--- config.mk ---
export PLATFORM = sky130hd
export DESIGN_NAME = clip_sma_rms_level_monitor_top
export DESIGN_NICKNAME = d
export VERILOG_FILES = /design/src/hw/rtl/clm_pkg.sv /design/src/hw/rtl/clm_div.sv /design/src/hw/rtl/clm_sqrt.sv /design/src/hw/rtl/clm_dp.sv /design/src/hw/rtl/clm_ctrl.sv /design/src/hw/rtl/clip_sma_rms_level_monitor_top.sv
export SDC_FILE = /design/constraint.sdc
export NUM_CORES = 2
export LEC_CHECK = 0
export ABC_AREA = 1
export BUFFER_PORTS_ARGS = -buffer_cell sky130_fd_sc_hd__buf_2
export CAP_MARGIN = 20
export CORE_MARGIN = 10
export CORE_UTILIZATION = 27
export CTS_BUF_LIST = sky130_fd_sc_hd__clkbuf_8
export CTS_CLUSTER_SIZE = 14
export DETAILED_ROUTE_END_ITERATION = 8
export GPL_TIMING_DRIVEN = 0
export MAX_ROUTING_LAYER = met4
export PLACE_DENSITY = 0.49
export SYNTH_ARGS = -nofsm -noshare
export SYNTH_HDL_FRONTEND = slang
export SYNTH_SLANG_ARGS = --single-unit
--- constraint.sdc ---
create_clock -name clock -period 9.2 [get_ports clock]
set_clock_uncertainty 0.05 [all_clocks]
set_input_delay 1.84 -clock clock [delete_from_list [all_inputs] [get_ports clock]]
set_output_delay 1.84 -clock clock [all_outputs]
set_load 0.02 [all_outputs]
--- src/hw/rtl/clm_pkg.sv ---
// Shared types and constants of the clipped moving-average RMS level monitor.
`default_nettype none

package clm_pkg;

   // Fixed widths of the datapath
   localparam int WIN_W      = 3;   // window length register
   localparam int HIST_W     = 16;  // clipped samples and averages
   localparam int SUM_W      = 19;  // signed sum of up to seven clipped samples
   localparam int MAG_W      = 18;  // magnitude of the sum plus half the window
   localparam int QUO_W      = 33;  // sum of up to seven squared averages
   localparam int STEP_W     = 6;   // iteration counters of the divider and root units
   localparam int ROOT_W     = 17;  // integer square root of a QUO_W value
   localparam int RAD_REM_W  = 19;  // partial remainder of the root unit
   localparam int GPROD_W    = 34;  // root times gain
   localparam int LEVEL_W    = 16;
   localparam int STATUS_W   = 2;
   localparam int GAIN_W     = 16;
   localparam int LIMIT_W    = 15;
   localparam int CSR_IDX_W  = 2;
   localparam int CSR_DATA_W = 16;

   // Register indexes
   localparam logic [CSR_IDX_W-1:0] CSR_WINDOW_LEN  = 2'd0;
   localparam logic [CSR_IDX_W-1:0] CSR_GAIN        = 2'd1;
   localparam logic [CSR_IDX_W-1:0] CSR_CLIP_LIMIT  = 2'd2;
   localparam logic [CSR_IDX_W-1:0] CSR_ALARM_LIMIT = 2'd3;

   // Register reset values
   localparam logic [WIN_W-1:0]          WINDOW_LEN_RESET  = 3'd4;
   localparam logic signed [GAIN_W-1:0]  GAIN_RESET        = 16'sd10240;
   localparam logic [LIMIT_W-1:0]        CLIP_LIMIT_RESET  = 15'd6144;
   localparam logic [LIMIT_W-1:0]        ALARM_LIMIT_RESET = 15'd12288;

   // Result status codes
   localparam logic [STATUS_W-1:0] STATUS_NOMINAL   = 2'd0;
   localparam logic [STATUS_W-1:0] STATUS_OVERLOAD  = 2'd1;
   localparam logic [STATUS_W-1:0] STATUS_UNDERLOAD = 2'd2;

   // Controller to datapath commands
   typedef struct packed {
      logic             load;      // latch the request, clear histories on frame start
      logic             clip;      // clip the sample, seed the sum
      logic             sum_add;   // add clipped history entry idx
      logic             mag;       // magnitude of the sum plus rounding offset
      logic             div_avg;   // start the divider on the average
      logic             avg;       // take the signed average, clear the accumulator
      logic             sq_mul;    // square average entry idx
      logic             sq_acc;    // accumulate the previous square
      logic             div_ms;    // start the divider on the mean square
      logic             sqrt_go;   // start the root unit
      logic             gain_mul;  // multiply root by gain
      logic             finish;    // load the result register, push histories
      logic [WIN_W-1:0] idx;
   } clm_cmd_type;

   // Datapath to controller status
   typedef struct packed {
      logic [WIN_W-1:0] win;        // effective window length, 1..7, capped at MAX_WINDOW of the datapath
      logic             div_done;
      logic             sqrt_done;
   } clm_stat_type;

endpackage

`default_nettype wire

--- src/hw/rtl/clm_div.sv ---
// Restoring divider by a small divisor, one quotient bit per cycle.
`default_nettype none

module clm_div (
   input  logic                          clock,
   input  logic                          reset,
   input  logic                          start,
   input  logic [clm_pkg::QUO_W-1:0]     dividend,
   input  logic [clm_pkg::WIN_W-1:0]     divisor,
   input  logic [clm_pkg::STEP_W-1:0]    steps,
   output logic [clm_pkg::QUO_W-1:0]     quotient,
   output logic                          done
);
   import clm_pkg::*;

   logic [QUO_W-1:0]  quo_ff;
   logic [WIN_W-1:0]  rem_ff;
   logic [WIN_W-1:0]  div_ff;
   logic [STEP_W-1:0] cnt_ff;
   logic              done_ff;

   logic [WIN_W:0]    rem_sh;
   logic [WIN_W:0]    rem_diff;
   logic              fits;
   logic [WIN_W-1:0]  rem_in;

   always_comb begin
      rem_sh   = {rem_ff, quo_ff[QUO_W-1]};
      fits     = (rem_sh >= {1'b0, div_ff});
      rem_diff = rem_sh - {1'b0, div_ff};
      rem_in   = fits ? rem_diff[WIN_W-1:0] : rem_sh[WIN_W-1:0];
   end

   always_ff @(posedge clock) begin
      if (reset) begin
         cnt_ff  <= '0;
         done_ff <= 1'b0;
      end else begin
         done_ff <= 1'b0;
         if (start) begin
            quo_ff <= dividend;
            rem_ff <= '0;
            div_ff <= divisor;
            cnt_ff <= steps;
         end else if (cnt_ff != '0) begin
            quo_ff  <= {quo_ff[QUO_W-2:0], fits};
            rem_ff  <= rem_in;
            cnt_ff  <= cnt_ff - STEP_W'(1);
            done_ff <= (cnt_ff == STEP_W'(1));
         end
      end
   end

   assign quotient = quo_ff;
   assign done     = done_ff;

endmodule

`default_nettype wire

--- src/hw/rtl/clm_sqrt.sv ---
// Integer square root, one result bit per cycle.
`default_nettype none

module clm_sqrt (
   input  logic                          clock,
   input  logic                          reset,
   input  logic                          start,
   input  logic [clm_pkg::QUO_W-1:0]     radicand,
   output logic [clm_pkg::ROOT_W-1:0]    root,
   output logic                          done
);
   import clm_pkg::*;

   localparam int RAD_W = 2 * ROOT_W;
   localparam int SH_W  = RAD_REM_W + 2;

   logic [RAD_W-1:0]     x_ff;
   logic [RAD_REM_W-1:0] rem_ff;
   logic [ROOT_W-1:0]    root_ff;
   logic [STEP_W-1:0]    cnt_ff;
   logic                 done_ff;

   logic [SH_W-1:0]      rem_sh;
   logic [SH_W-1:0]      trial;
   logic [SH_W-1:0]      rem_diff;
   logic                 fits;

   always_comb begin
      rem_sh   = {rem_ff, x_ff[RAD_W-1 -: 2]};
      trial    = SH_W'({root_ff, 2'b01});
      fits     = (rem_sh >= trial);
      rem_diff = rem_sh - trial;
   end

   always_ff @(posedge clock) begin
      if (reset) begin
         cnt_ff  <= '0;
         done_ff <= 1'b0;
      end else begin
         done_ff <= 1'b0;
         if (start) begin
            x_ff    <= RAD_W'(radicand);
            rem_ff  <= '0;
            root_ff <= '0;
            cnt_ff  <= STEP_W'(ROOT_W);
         end else if (cnt_ff != '0) begin
            x_ff    <= {x_ff[RAD_W-3:0], 2'b00};
            rem_ff  <= fits ? rem_diff[RAD_REM_W-1:0] : rem_sh[RAD_REM_W-1:0];
            root_ff <= {root_ff[ROOT_W-2:0], fits};
            cnt_ff  <= cnt_ff - STEP_W'(1);
            done_ff <= (cnt_ff == STEP_W'(1));
         end
      end
   end

   assign root = root_ff;
   assign done = done_ff;

endmodule

`default_nettype wire

--- src/hw/rtl/clm_dp.sv ---
// Datapath: registers, histories, clip, sum, squares, gain and result register.
`default_nettype none

module clm_dp #(
   parameter int MAX_WINDOW  = 4,
   parameter int SAMPLE_BITS = 16
) (
   input  logic                                 clock,
   input  logic                                 reset,
   input  clm_pkg::clm_cmd_type                 cmd,
   output clm_pkg::clm_stat_type                stat,
   input  logic signed [SAMPLE_BITS-1:0]        req_sample,
   input  logic                                 req_frame_start,
   output logic signed [clm_pkg::LEVEL_W-1:0]   rsp_level,
   output logic [clm_pkg::STATUS_W-1:0]         rsp_status,
   input  logic                                 csr_write,
   input  logic [clm_pkg::CSR_IDX_W-1:0]        csr_index,
   input  logic [clm_pkg::CSR_DATA_W-1:0]       csr_data
);
   import clm_pkg::*;

   localparam int HD    = MAX_WINDOW - 1;
   localparam int NCAP  = (MAX_WINDOW < 7) ? MAX_WINDOW : 7;
   localparam int CMP_W = ((SAMPLE_BITS > HIST_W) ? SAMPLE_BITS : HIST_W) + 1;
   localparam int RND_W = GPROD_W + 1;
   localparam int LVL_W = RND_W - 12;

   // Configuration
   logic [WIN_W-1:0]         window_len_ff;
   logic signed [GAIN_W-1:0] gain_ff;
   logic [LIMIT_W-1:0]       clip_limit_ff;
   logic [LIMIT_W-1:0]       alarm_limit_ff;

   // Histories, most recent first
   logic signed [HIST_W-1:0] chist_ff [HD];
   logic signed [HIST_W-1:0] ahist_ff [HD];

   // Working registers
   logic signed [SAMPLE_BITS-1:0] sample_ff;
   logic signed [HIST_W-1:0]      clipped_ff;
   logic signed [SUM_W-1:0]       sum_ff;
   logic [MAG_W-1:0]              magp_ff;
   logic                          sum_neg_ff;
   logic signed [HIST_W-1:0]      avg_ff;
   logic [2*HIST_W-1:0]           sq_ff;
   logic [QUO_W-1:0]              acc_ff;
   logic signed [GPROD_W-1:0]     gprod_ff;
   logic signed [LEVEL_W-1:0]     level_ff;
   logic [STATUS_W-1:0]           status_ff;

   logic [WIN_W-1:0]              win;
   logic signed [CMP_W-1:0]       s_ext;
   logic signed [CMP_W-1:0]       clip_pos;
   logic signed [HIST_W-1:0]      clipped_in;
   logic signed [HIST_W-1:0]      csel;
   logic signed [HIST_W-1:0]      asel;
   logic signed [HIST_W-1:0]      sq_op;
   logic signed [2*HIST_W-1:0]    sq_full;
   logic signed [SUM_W-1:0]       sum_abs;
   logic [QUO_W-1:0]              div_dividend;
   logic [STEP_W-1:0]             div_steps;
   logic [QUO_W-1:0]              quotient;
   logic                          div_done;
   logic [ROOT_W-1:0]             root;
   logic                          sqrt_done;
   logic signed [HIST_W-1:0]      quo_avg;
   logic signed [RND_W-1:0]       rnd;
   logic signed [LVL_W-1:0]       lvl_wide;
   logic signed [LEVEL_W-1:0]     level_in;
   logic signed [LEVEL_W:0]       lvl_cmp;
   logic signed [LEVEL_W:0]       alarm_pos;
   logic [STATUS_W-1:0]           status_in;

   // Effective window length
   always_comb begin
      priority if (window_len_ff == '0) begin
         win = WIN_W'(1);
      end else if (window_len_ff > WIN_W'(NCAP)) begin
         win = WIN_W'(NCAP);
      end else begin
         win = window_len_ff;
      end
   end

   // Clip to plus or minus the limit
   always_comb begin
      s_ext    = CMP_W'(sample_ff);
      clip_pos = signed'(CMP_W'(clip_limit_ff));
      priority if (s_ext > clip_pos) begin
         clipped_in = HIST_W'(clip_pos);
      end else if (s_ext < -clip_pos) begin
         clipped_in = HIST_W'(-clip_pos);
      end else begin
         clipped_in = HIST_W'(s_ext);
      end
   end

   // History taps selected by the controller's index
   always_comb begin
      csel = '0;
      asel = '0;
      for (int i = 0; i < HD; i++) begin
         if (int'(cmd.idx) == i) begin
            csel = chist_ff[i];
         end
         if (int'(cmd.idx) == i + 1) begin
            asel = ahist_ff[i];
         end
      end
      sq_op   = (cmd.idx == '0) ? avg_ff : asel;
      // full-width square
      sq_full = (2*HIST_W)'(sq_op) * (2*HIST_W)'(sq_op);
   end

   always_comb begin
      sum_abs = sum_ff[SUM_W-1] ? -sum_ff : sum_ff;
      quo_avg = signed'(quotient[HIST_W-1:0]);
   end

   // Shared divider: left-align the short dividend and run fewer steps
   always_comb begin
      if (cmd.div_avg) begin
         div_dividend = {magp_ff, {(QUO_W - MAG_W){1'b0}}};
         div_steps    = STEP_W'(MAG_W);
      end else begin
         div_dividend = acc_ff;
         div_steps    = STEP_W'(QUO_W);
      end
   end

   clm_div u_div (
      .clock    (clock),
      .reset    (reset),
      .start    (cmd.div_avg | cmd.div_ms),
      .dividend (div_dividend),
      .divisor  (win),
      .steps    (div_steps),
      .quotient (quotient),
      .done     (div_done)
   );

   clm_sqrt u_sqrt (
      .clock    (clock),
      .reset    (reset),
      .start    (cmd.sqrt_go),
      .radicand (quotient),
      .root     (root),
      .done     (sqrt_done)
   );

   // Round half up, saturate, classify
   always_comb begin
      rnd      = RND_W'(gprod_ff) + RND_W'(2048);
      lvl_wide = rnd[RND_W-1:12];
      priority if (lvl_wide > LVL_W'(32767)) begin
         level_in = 16'sh7FFF;
      end else if (lvl_wide < -LVL_W'(32768)) begin
         level_in = 16'sh8000;
      end else begin
         level_in = lvl_wide[LEVEL_W-1:0];
      end
      lvl_cmp   = (LEVEL_W + 1)'(level_in);
      alarm_pos = signed'((LEVEL_W + 1)'(alarm_limit_ff));
      priority if (lvl_cmp > alarm_pos) begin
         status_in = STATUS_OVERLOAD;
      end else if (lvl_cmp < -alarm_pos) begin
         status_in = STATUS_UNDERLOAD;
      end else begin
         status_in = STATUS_NOMINAL;
      end
   end

   // Configuration and histories
   always_ff @(posedge clock) begin
      if (reset) begin
         window_len_ff  <= WINDOW_LEN_RESET;
         gain_ff        <= GAIN_RESET;
         clip_limit_ff  <= CLIP_LIMIT_RESET;
         alarm_limit_ff <= ALARM_LIMIT_RESET;
         for (int i = 0; i < HD; i++) begin
            chist_ff[i] <= '0;
            ahist_ff[i] <= '0;
         end
      end else begin
         if (csr_write) begin
            unique case (csr_index)
               CSR_WINDOW_LEN:  window_len_ff  <= csr_data[WIN_W-1:0];
               CSR_GAIN:        gain_ff        <= signed'(csr_data[GAIN_W-1:0]);
               CSR_CLIP_LIMIT:  clip_limit_ff  <= csr_data[LIMIT_W-1:0];
               CSR_ALARM_LIMIT: alarm_limit_ff <= csr_data[LIMIT_W-1:0];
            endcase
         end
         if (cmd.load && req_frame_start) begin
            for (int i = 0; i < HD; i++) begin
               chist_ff[i] <= '0;
               ahist_ff[i] <= '0;
            end
         end else if (cmd.finish && HD > 0) begin
            chist_ff[0] <= clipped_ff;
            ahist_ff[0] <= avg_ff;
            for (int i = 1; i < HD; i++) begin
               chist_ff[i] <= chist_ff[i-1];
               ahist_ff[i] <= ahist_ff[i-1];
            end
         end
      end
   end

   // Working registers
   always_ff @(posedge clock) begin
      if (cmd.load) begin
         sample_ff <= req_sample;
      end
      if (cmd.clip) begin
         clipped_ff <= clipped_in;
         sum_ff     <= SUM_W'(clipped_in);
      end
      if (cmd.sum_add) begin
         sum_ff <= sum_ff + SUM_W'(csel);
      end
      if (cmd.mag) begin
         magp_ff    <= sum_abs[MAG_W-1:0] + MAG_W'(win >> 1);
         sum_neg_ff <= sum_ff[SUM_W-1];
      end
      if (cmd.avg) begin
         avg_ff <= sum_neg_ff ? -quo_avg : quo_avg;
         acc_ff <= '0;
      end
      if (cmd.sq_mul) begin
         sq_ff <= unsigned'(sq_full);
      end
      if (cmd.sq_acc) begin
         acc_ff <= acc_ff + QUO_W'(sq_ff);
      end
      if (cmd.gain_mul) begin
         gprod_ff <= signed'({1'b0, root}) * gain_ff;
      end
      if (cmd.finish) begin
         level_ff  <= level_in;
         status_ff <= status_in;
      end
   end

   assign stat.win       = win;
   assign stat.div_done  = div_done;
   assign stat.sqrt_done = sqrt_done;
   assign rsp_level      = level_ff;
   assign rsp_status     = status_ff;

endmodule

`default_nettype wire

--- src/hw/rtl/clm_ctrl.sv ---
// Controller: sequences one request through the datapath and owns the handshakes.
`default_nettype none

module clm_ctrl (
   input  logic                   clock,
   input  logic                   reset,
   input  logic                   req_valid,
   output logic                   req_stall,
   output logic                   rsp_valid,
   input  logic                   rsp_stall,
   input  clm_pkg::clm_stat_type  stat,
   output clm_pkg::clm_cmd_type   cmd
);
   import clm_pkg::*;

   typedef enum logic [3:0] {
      S_IDLE,
      S_CLIP,
      S_SUM,
      S_MAG,
      S_DIVA_GO,
      S_DIVA_WAIT,
      S_AVG,
      S_SQ,
      S_DIVM_GO,
      S_DIVM_WAIT,
      S_SQRT_GO,
      S_SQRT_WAIT,
      S_MUL,
      S_FIN
   } state_type;

   state_type        state_ff;
   logic [WIN_W-1:0] cnt_ff;
   logic             rsp_valid_ff;
   logic             out_free;

   assign out_free = !rsp_valid_ff || !rsp_stall;

   always_comb begin
      cmd     = '0;
      cmd.idx = cnt_ff;
      unique case (state_ff)
         S_IDLE:      cmd.load     = req_valid;
         S_CLIP:      cmd.clip     = 1'b1;
         S_SUM:       cmd.sum_add  = 1'b1;
         S_MAG:       cmd.mag      = 1'b1;
         S_DIVA_GO:   cmd.div_avg  = 1'b1;
         S_DIVA_WAIT: cmd.idx      = cnt_ff;
         S_AVG:       cmd.avg      = 1'b1;
         S_SQ: begin
            cmd.sq_mul = (cnt_ff < stat.win);
            cmd.sq_acc = (cnt_ff != '0);
         end
         S_DIVM_GO:   cmd.div_ms   = 1'b1;
         S_DIVM_WAIT: cmd.idx      = cnt_ff;
         S_SQRT_GO:   cmd.sqrt_go  = 1'b1;
         S_SQRT_WAIT: cmd.idx      = cnt_ff;
         S_MUL:       cmd.gain_mul = 1'b1;
         S_FIN:       cmd.finish   = out_free;
      endcase
   end

   always_ff @(posedge clock) begin
      if (reset) begin
         state_ff     <= S_IDLE;
         cnt_ff       <= '0;
         rsp_valid_ff <= 1'b0;
      end else begin
         // drop the result once taken
         if (rsp_valid_ff && !rsp_stall) begin
            rsp_valid_ff <= 1'b0;
         end
         unique case (state_ff)
            S_IDLE: begin
               if (req_valid) begin
                  state_ff <= S_CLIP;
               end
            end
            S_CLIP: begin
               cnt_ff   <= '0;
               state_ff <= (stat.win > WIN_W'(1)) ? S_SUM : S_MAG;
            end
            S_SUM: begin
               if (cnt_ff == stat.win - WIN_W'(2)) begin
                  state_ff <= S_MAG;
               end else begin
                  cnt_ff <= cnt_ff + WIN_W'(1);
               end
            end
            S_MAG:     state_ff <= S_DIVA_GO;
            S_DIVA_GO: state_ff <= S_DIVA_WAIT;
            S_DIVA_WAIT: begin
               if (stat.div_done) begin
                  state_ff <= S_AVG;
               end
            end
            S_AVG: begin
               cnt_ff   <= '0;
               state_ff <= S_SQ;
            end
            S_SQ: begin
               // one extra pass to accumulate the last square
               if (cnt_ff == stat.win) begin
                  state_ff <= S_DIVM_GO;
               end else begin
                  cnt_ff <= cnt_ff + WIN_W'(1);
               end
            end
            S_DIVM_GO: state_ff <= S_DIVM_WAIT;
            S_DIVM_WAIT: begin
               if (stat.div_done) begin
                  state_ff <= S_SQRT_GO;
               end
            end
            S_SQRT_GO: state_ff <= S_SQRT_WAIT;
            S_SQRT_WAIT: begin
               if (stat.sqrt_done) begin
                  state_ff <= S_MUL;
               end
            end
            S_MUL: state_ff <= S_FIN;
            S_FIN: begin
               // hold until the result register is free
               if (out_free) begin
                  rsp_valid_ff <= 1'b1;
                  state_ff     <= S_IDLE;
               end
            end
         endcase
      end
   end

   assign req_stall = (state_ff != S_IDLE);
   assign rsp_valid = rsp_valid_ff;

endmodule

`default_nettype wire

--- src/hw/rtl/clip_sma_rms_level_monitor_top.sv ---
// Top level of the clipped moving-average RMS level monitor.
//
//   channel  direction  handshake               payload
//   req      in         req_valid / req_stall   req_sample, req_frame_start
//   rsp      out        rsp_valid / rsp_stall   rsp_level, rsp_status
//   csr      in         csr_write               csr_index, csr_data
//
// The time from one acceptance to the next grows with n, the effective window length;
// the shared one-bit-per-cycle divider (used for the average and the mean square) and
// the one-bit-per-cycle square root set most of it.
// Reset is synchronous and restores the register defaults and zeroed histories.
// A finished result waits in the output register while the next request is accepted;
// a further result holds in the last step until that register is free.
`default_nettype none

module clip_sma_rms_level_monitor_top #(
   parameter int MAX_WINDOW  = 4,
   parameter int SAMPLE_BITS = 16
) (
   input  logic                                 clock,
   input  logic                                 reset,
   input  logic                                 req_valid,
   output logic                                 req_stall,
   input  logic signed [SAMPLE_BITS-1:0]        req_sample,
   input  logic                                 req_frame_start,
   output logic                                 rsp_valid,
   input  logic                                 rsp_stall,
   output logic signed [clm_pkg::LEVEL_W-1:0]   rsp_level,
   output logic [clm_pkg::STATUS_W-1:0]         rsp_status,
   input  logic                                 csr_write,
   input  logic [clm_pkg::CSR_IDX_W-1:0]        csr_index,
   input  logic [clm_pkg::CSR_DATA_W-1:0]       csr_data
);
   import clm_pkg::*;

   clm_cmd_type  cmd;
   clm_stat_type stat;

   clm_ctrl u_ctrl (
      .clock     (clock),
      .reset     (reset),
      .req_valid (req_valid),
      .req_stall (req_stall),
      .rsp_valid (rsp_valid),
      .rsp_stall (rsp_stall),
      .stat      (stat),
      .cmd       (cmd)
   );

   clm_dp #(
      .MAX_WINDOW  (MAX_WINDOW),
      .SAMPLE_BITS (SAMPLE_BITS)
   ) u_dp (
      .clock           (clock),
      .reset           (reset),
      .cmd             (cmd),
      .stat            (stat),
      .req_sample      (req_sample),
      .req_frame_start (req_frame_start),
      .rsp_level       (rsp_level),
      .rsp_status      (rsp_status),
      .csr_write       (csr_write),
      .csr_index       (csr_index),
      .csr_data        (csr_data)
   );

endmodule

`default_nettype wire

After elaboration in Yosys (flattened, before gate mapping)
Memory sizes are Yosys's and may differ from the RTL's. Index checks and enable logic that the tools add are counted.

Equal/unequal tests: 32. Add/sub/neg operators: 14. Bitwise logic cells: 16. Reductions and logical operators: 32. Multiplexer cells: 82. Magnitude comparators: 11. Multipliers: 2.

Operators by type and width (number): $mux 16 (24); $mux 33 (6); $mux 19 (4); $pmux 4 s14 (1); $add 34x13->35 const B (1); $lt 16x17->1 (2); $mul 18x16->34 (1); $mux 34 (1); $neg 15->17 (2); $add 33x32->33 (1); $gt 16x16->1 (2); $mul 16x16->32 (1); $mux 4 (7); $eq 4x4->1 const B (6); $gt 23x16->1 const B (1); $lt 23x16->1 const B (1); $mux 1 (23); $ge 21x19->1 (1); $add 19x16->19 (1); $sub 19x19->19 (1); $add 18x2->18 (1); $mux 18 (1); $mux 3 (6); $mux 6 (3); other kinds (42) (91).

Bits in registers: 383. Input bits: 40. Memory bits (writable): 96. Memories kept: 2.

Memories: u_dp.ahist_ff (words 3, width 16, rd ports 3, clocked after Yosys merged registers in 0, wr ports 3, RTL line clm_dp.sv:36) `logic signed [HIST_W-1:0] ahist_ff [HD];`; u_dp.chist_ff (words 3, width 16, rd ports 3, clocked after Yosys merged registers in 0, wr ports 3, RTL line clm_dp.sv:35) `logic signed [HIST_W-1:0] chist_ff [HD];`.

Longest topological paths before layout
Depth after elaboration: 8. Mapped depth: 34. Gate-level depth less buffers: 33.

By module
From an unflattened synthesis, not the netlist that was laid out.

Cell total of the unflattened synthesis: 5729. Area, all modules: 46389.5 um^2.

Modules (own cells, without submodules): clm_dp (instances 1, area an instance 38710.9 um^2, cells an instance 4768, seq. area each 9599.2 um^2); clm_sqrt (instances 1, area an instance 4564.4 um^2, cells an instance 569, seq. area each 2242.2 um^2); clm_div (instances 1, area an instance 2239.6 um^2, cells an instance 247, seq. area each 1311.3 um^2); clm_ctrl (instances 1, area an instance 874.6 um^2, cells an instance 145, seq. area each 160.2 um^2).

Least setup slack after synthesis
Ideal clock, no wire load.

Path kind: flip-flop to flip-flop. Start point: reg u_ctrl.cnt_ff[0]. End point: reg u_dp.sq_ff[29] (data pin). Data arrival time: 6561 ps. Path buffers: 1. Cell stages (with the launch flop): 30. Path slack: 2336 ps. Required time: 8898 ps. Setup time: 252 ps. Cells stage by stage: dfxtp_1 > inv_1 > ha_1 > inv_1 > nor2_4 > inv_2 > o21ai_0 > o22ai_4 > inv_2 > buf_2 > nor2_1 > inv_1 > fa_1 > inv_1 > fa_1 > fa_1 > fa_1 > fa_1 > inv_1 > fa_1 > inv_1 > ha_1 > nand2_1 > nor2_1 > inv_1 > nor3_1 > nand2_1 > or2_1 > nand3_1 > nand2_1.

Cells in the longest elaborated chain, start to end: 6.

Ends and longest elaborated chain: from (decl) (RTL line clm_ctrl.sv:34) `logic [WIN_W-1:0] cnt_ff;`; from (signal assigned) (RTL line clm_ctrl.sv:88) `cnt_ff <= cnt_ff + WIN_W'(1);`; from (signal assigned) (RTL line clm_ctrl.sv:107) `cnt_ff <= cnt_ff + WIN_W'(1);`; $eq 3x2->1 (RTL line clm_dp.sv:106) `if (int'(cmd.idx) == i + 1) begin`; $mux 16 (3 in a row) (RTL line clm_dp.sv:106); $mux 16 (*) (RTL line clm_dp.sv:110) `sq_op = (cmd.idx == '0) ? avg_ff : asel;`; $mul 16x16->32 (*) (RTL line clm_dp.sv:112) `sq_full = (2*HIST_W)'(sq_op) * (2*HIST_W)'(sq_op);`; named net u_dp.sq_full[29] (RTL line clm_dp.sv:58) `logic signed [2*HIST_W-1:0] sq_full;`; to (signal assigned) (RTL line clm_dp.sv:230) `sq_ff <= unsigned'(sq_full);`; to (decl) (RTL line clm_dp.sv:45) `logic [2*HIST_W-1:0] sq_ff;`.

The timed path passes the listed nets; every way through them passes the cells marked *. A chain may end at the register's enable or synchronous reset.

Final worst setup path
Start point: reg u_ctrl.cnt_ff[0]. End point: reg u_dp.sq_ff[23] (data pin).

Same word-level chain as after synthesis.

==> impl_metrics.py <==
metrics = {
    "clocking": {
        "clock-root-buffer": "clkbuf_8",
        "post-cts-setup-buffer-count": 0,
        "worstSkewPairLatency_ns": 0.79,
        "clkTransAtPathRegs_ns": 0.06,
        "clockBufferDepth": 3,
        "cts_resized": 0,
        "cts_inserted_buffers": 85,
        "cts.sinks": 467,
        "cts_tree": "built",
        "cts_hold_buf": 0,
        "cts_max_level": 3,
    },
    "finish": {
        "nets": 6541,
        "drive_above_1_share_pct": 5.35,
        "area_delta_synth_final_pct": 11.0,
        "final_common_cell": "inv_1",
        "layout_common_cells": "1239 x inv_1, 1101 x nand2_1, 537 x nor2_1",
    },
    "worst_setup_path": {
        "crit_start": "u_ctrl.cnt_ff[0]",
        "crit_required_ns": 9.67,
        "critical_path_arrival_ns": 8.75,
        "crit_fanout": 10,
        "cp-end-kind": "flop",
        "slowest_delay_ns": 0.77,
        "reg2reg_depth": 27,
        "reg2reg_from": "u_ctrl.cnt_ff[0]",
        "critPathLaunchType": "flop",
        "crit_type": "flop to flop",
        "critical-path-slowest-cell": "o22ai_2",
    },
    "routing": {
        "vias": 35978,
        "drtIter0Drc": 2412,
        "wl_um": 133000,
        "top_layer": "met4",
        "wl_met3_um": 4960,
        "drt.antenna.violating_nets": 0,
        "wl_per_cell_um": 16.7,
        "drtPass1Iterations": 8,
        "vias_per_cell": 4.51,
        "wl_met2_um": 63000,
        "drcViolationCount": 0,
        "wl_met1_um": 61500,
    },
    "timing": {
        "tightest_slew_ns": 1.05,
        "rsz0062_at_grt": "no",
        "period_share_pct": 90.0,
        "fin_crit_ns": 8.28,
        "clock.fmax_mhz": 121,
        "setup_viol": 0,
        "slew_violations": 0,
        "relSlewSlack_pct": 29.4,
        "finalSetupTns_ns": 0,
        "hold_viol": 0,
    },
    "logic_synthesis": {
        "synthesis.area_um2": 45700,
        "synth_edf_count": 396,
        "synth_flop_cell": "edfxtp_1",
        "ys_warn_count": 0,
        "avgSynthCellArea_um2": 8.26,
        "ys_ff_latch": 467,
        "synthesis.nets": 6385,
        "synthArstFlopShare_pct": 0,
        "synthCells": 5535,
        "ys_seq_area_share_pct": 29.1,
        "yosysUniqueCellTypes": 60,
    },
    "floorplan": {
        "die_w_um": 432,
        "die_h_um": 432,
        "fp-row-count": 150,
        "die_area_um2": 186000,
        "coreArea_um2": 168000,
        "initial_core_util_pct": 27.3,
        "io_pins": 60,
    },
    "hold_path": {
        "hp-class": "flop to flop",
        "hold_start": "u_dp.u_sqrt.cnt_ff[3]",
        "hold_depth": 2,
    },
    "status": {
        "status": "complete, no violations",
    },
    "global_routing": {
        "track_usage_pct": 14.6,
        "grt_pass1_vias": 36515,
        "grt_pass1_wl_um": 209000,
        "grt_overflow": 0,
        "antenna_found_initial": 4,
        "grt_max_degree": 60,
    },
    "placed_design": {
        "routabilityCongestion": 0.908,
        "port_buffers": 58,
        "post-dp-hpwl_um": 109000,
    },
    "run": {
        "drv_cap": 0,
    },
}
## path summary, 6_finish.rpt
kind	to	slack [ns]
setup / recovery	u_dp.sq_ff[23]	0.92
hold / removal	u_dp.u_sqrt.cnt_ff[3]	0.43
setup reg to reg	u_dp.sq_ff[23]	0.92
hold reg to reg	u_dp.u_sqrt.cnt_ff[3]	0.43
## registers in the layout (all words and copies together) (netlist names), 17 cells and up
signal               count
u_dp.acc_ff             33
u_dp.chist_ff           48
u_dp.ahist_ff           48
u_dp.sq_ff              31
u_dp.magp_ff            18
u_dp.u_sqrt.x_ff        34
u_dp.sum_ff             19
u_dp.u_sqrt.root        17
u_dp.u_div.quotient     33
u_dp.u_sqrt.rem_ff      19
u_dp.gprod_ff           23
## Yosys cell counts, drive strengths merged, types with 61 or more instances
master,n,area (µm²)
dfxtp,71,1420
ha,367,4590
nand3,186,953
inv,1226,4600
o21ai,249,1260
clkbuf,117,440
nor3,61,320
xor2,116,1020
nand2,1111,4200
a21oi,285,1430
fa,443,8870
edfxtp,396,11900
nor2,558,2180
## critical path, delay by kind of cell (launching register included)
kind                       cells  cell delay, ns
buffers and inverters          9            1.20
xor gates and xnor gates       1            0.17
and+or+nand+nor                2            0.34
DFF                            1            0.35
adders and majority gates      8            3.85
AOI/OAI and AO/OA              7            2.01
## area by class of cell
| class | count | area [µm²] |
|---|---|---|
| Antenna cell | 10 | 25.0 |
| Buffer | 152 | 654 |
| Clock buffer | 91 | 1250 |
| Clock inverter | 65 | 433 |
| Fill cell | 18144 | 117000 |
| Inverter | 1229 | 4610 |
| Multi-Input combinational cell | 3687 | 27200 |
| Sequential cell | 467 | 13300 |
| Tap cell | 2204 | 2760 |
| Timing Repair Buffer | 69 | 495 |
## metal layers
metal	up-vias	GRT usage, %
li1	17720	-
met1	17412	19.1
met2	682	23.8
met3	164	1.74
met4	0	4.15
met5	-	-
## metrics by stage
| step | cells | hold slack [ns] | util (%) | cell area (µm²) | setup slack (ns) |
|---|---|---|---|---|---|
| after floorplan | 5535 | 0.399 | - | 45700 | 2.34 |
| after global placement | 7797 | 0.409 | 29.1 | 48800 | 0.364 |
| after detailed placement | 7808 | 0.421 | 29.2 | 49000 | 0.863 |
| after CTS | 7964 | 0.433 | 30.2 | 50700 | 0.876 |
| after global routing | 7973 | 0.462 | 30.2 | 50800 | 0.445 |
| final | 7974 | 0.434 | 30.3 | 50800 | 0.920 |
## cells by family after synthesis
group,after synthesis,synth area share (%)
flip-flops,467,29.1
XOR/XNOR,153,2.93
buffers and inverters,1381,11.5
AO/OA/AOI/OAI,697,8.69
AND/OR/NAND/NOR,2027,18.3
adder cells (fa/ha/maj),810,29.4
Power is left out: the tool's default activity adds up to more than one toggle a clock period on the data nets, which glitch-free logic cannot reach.
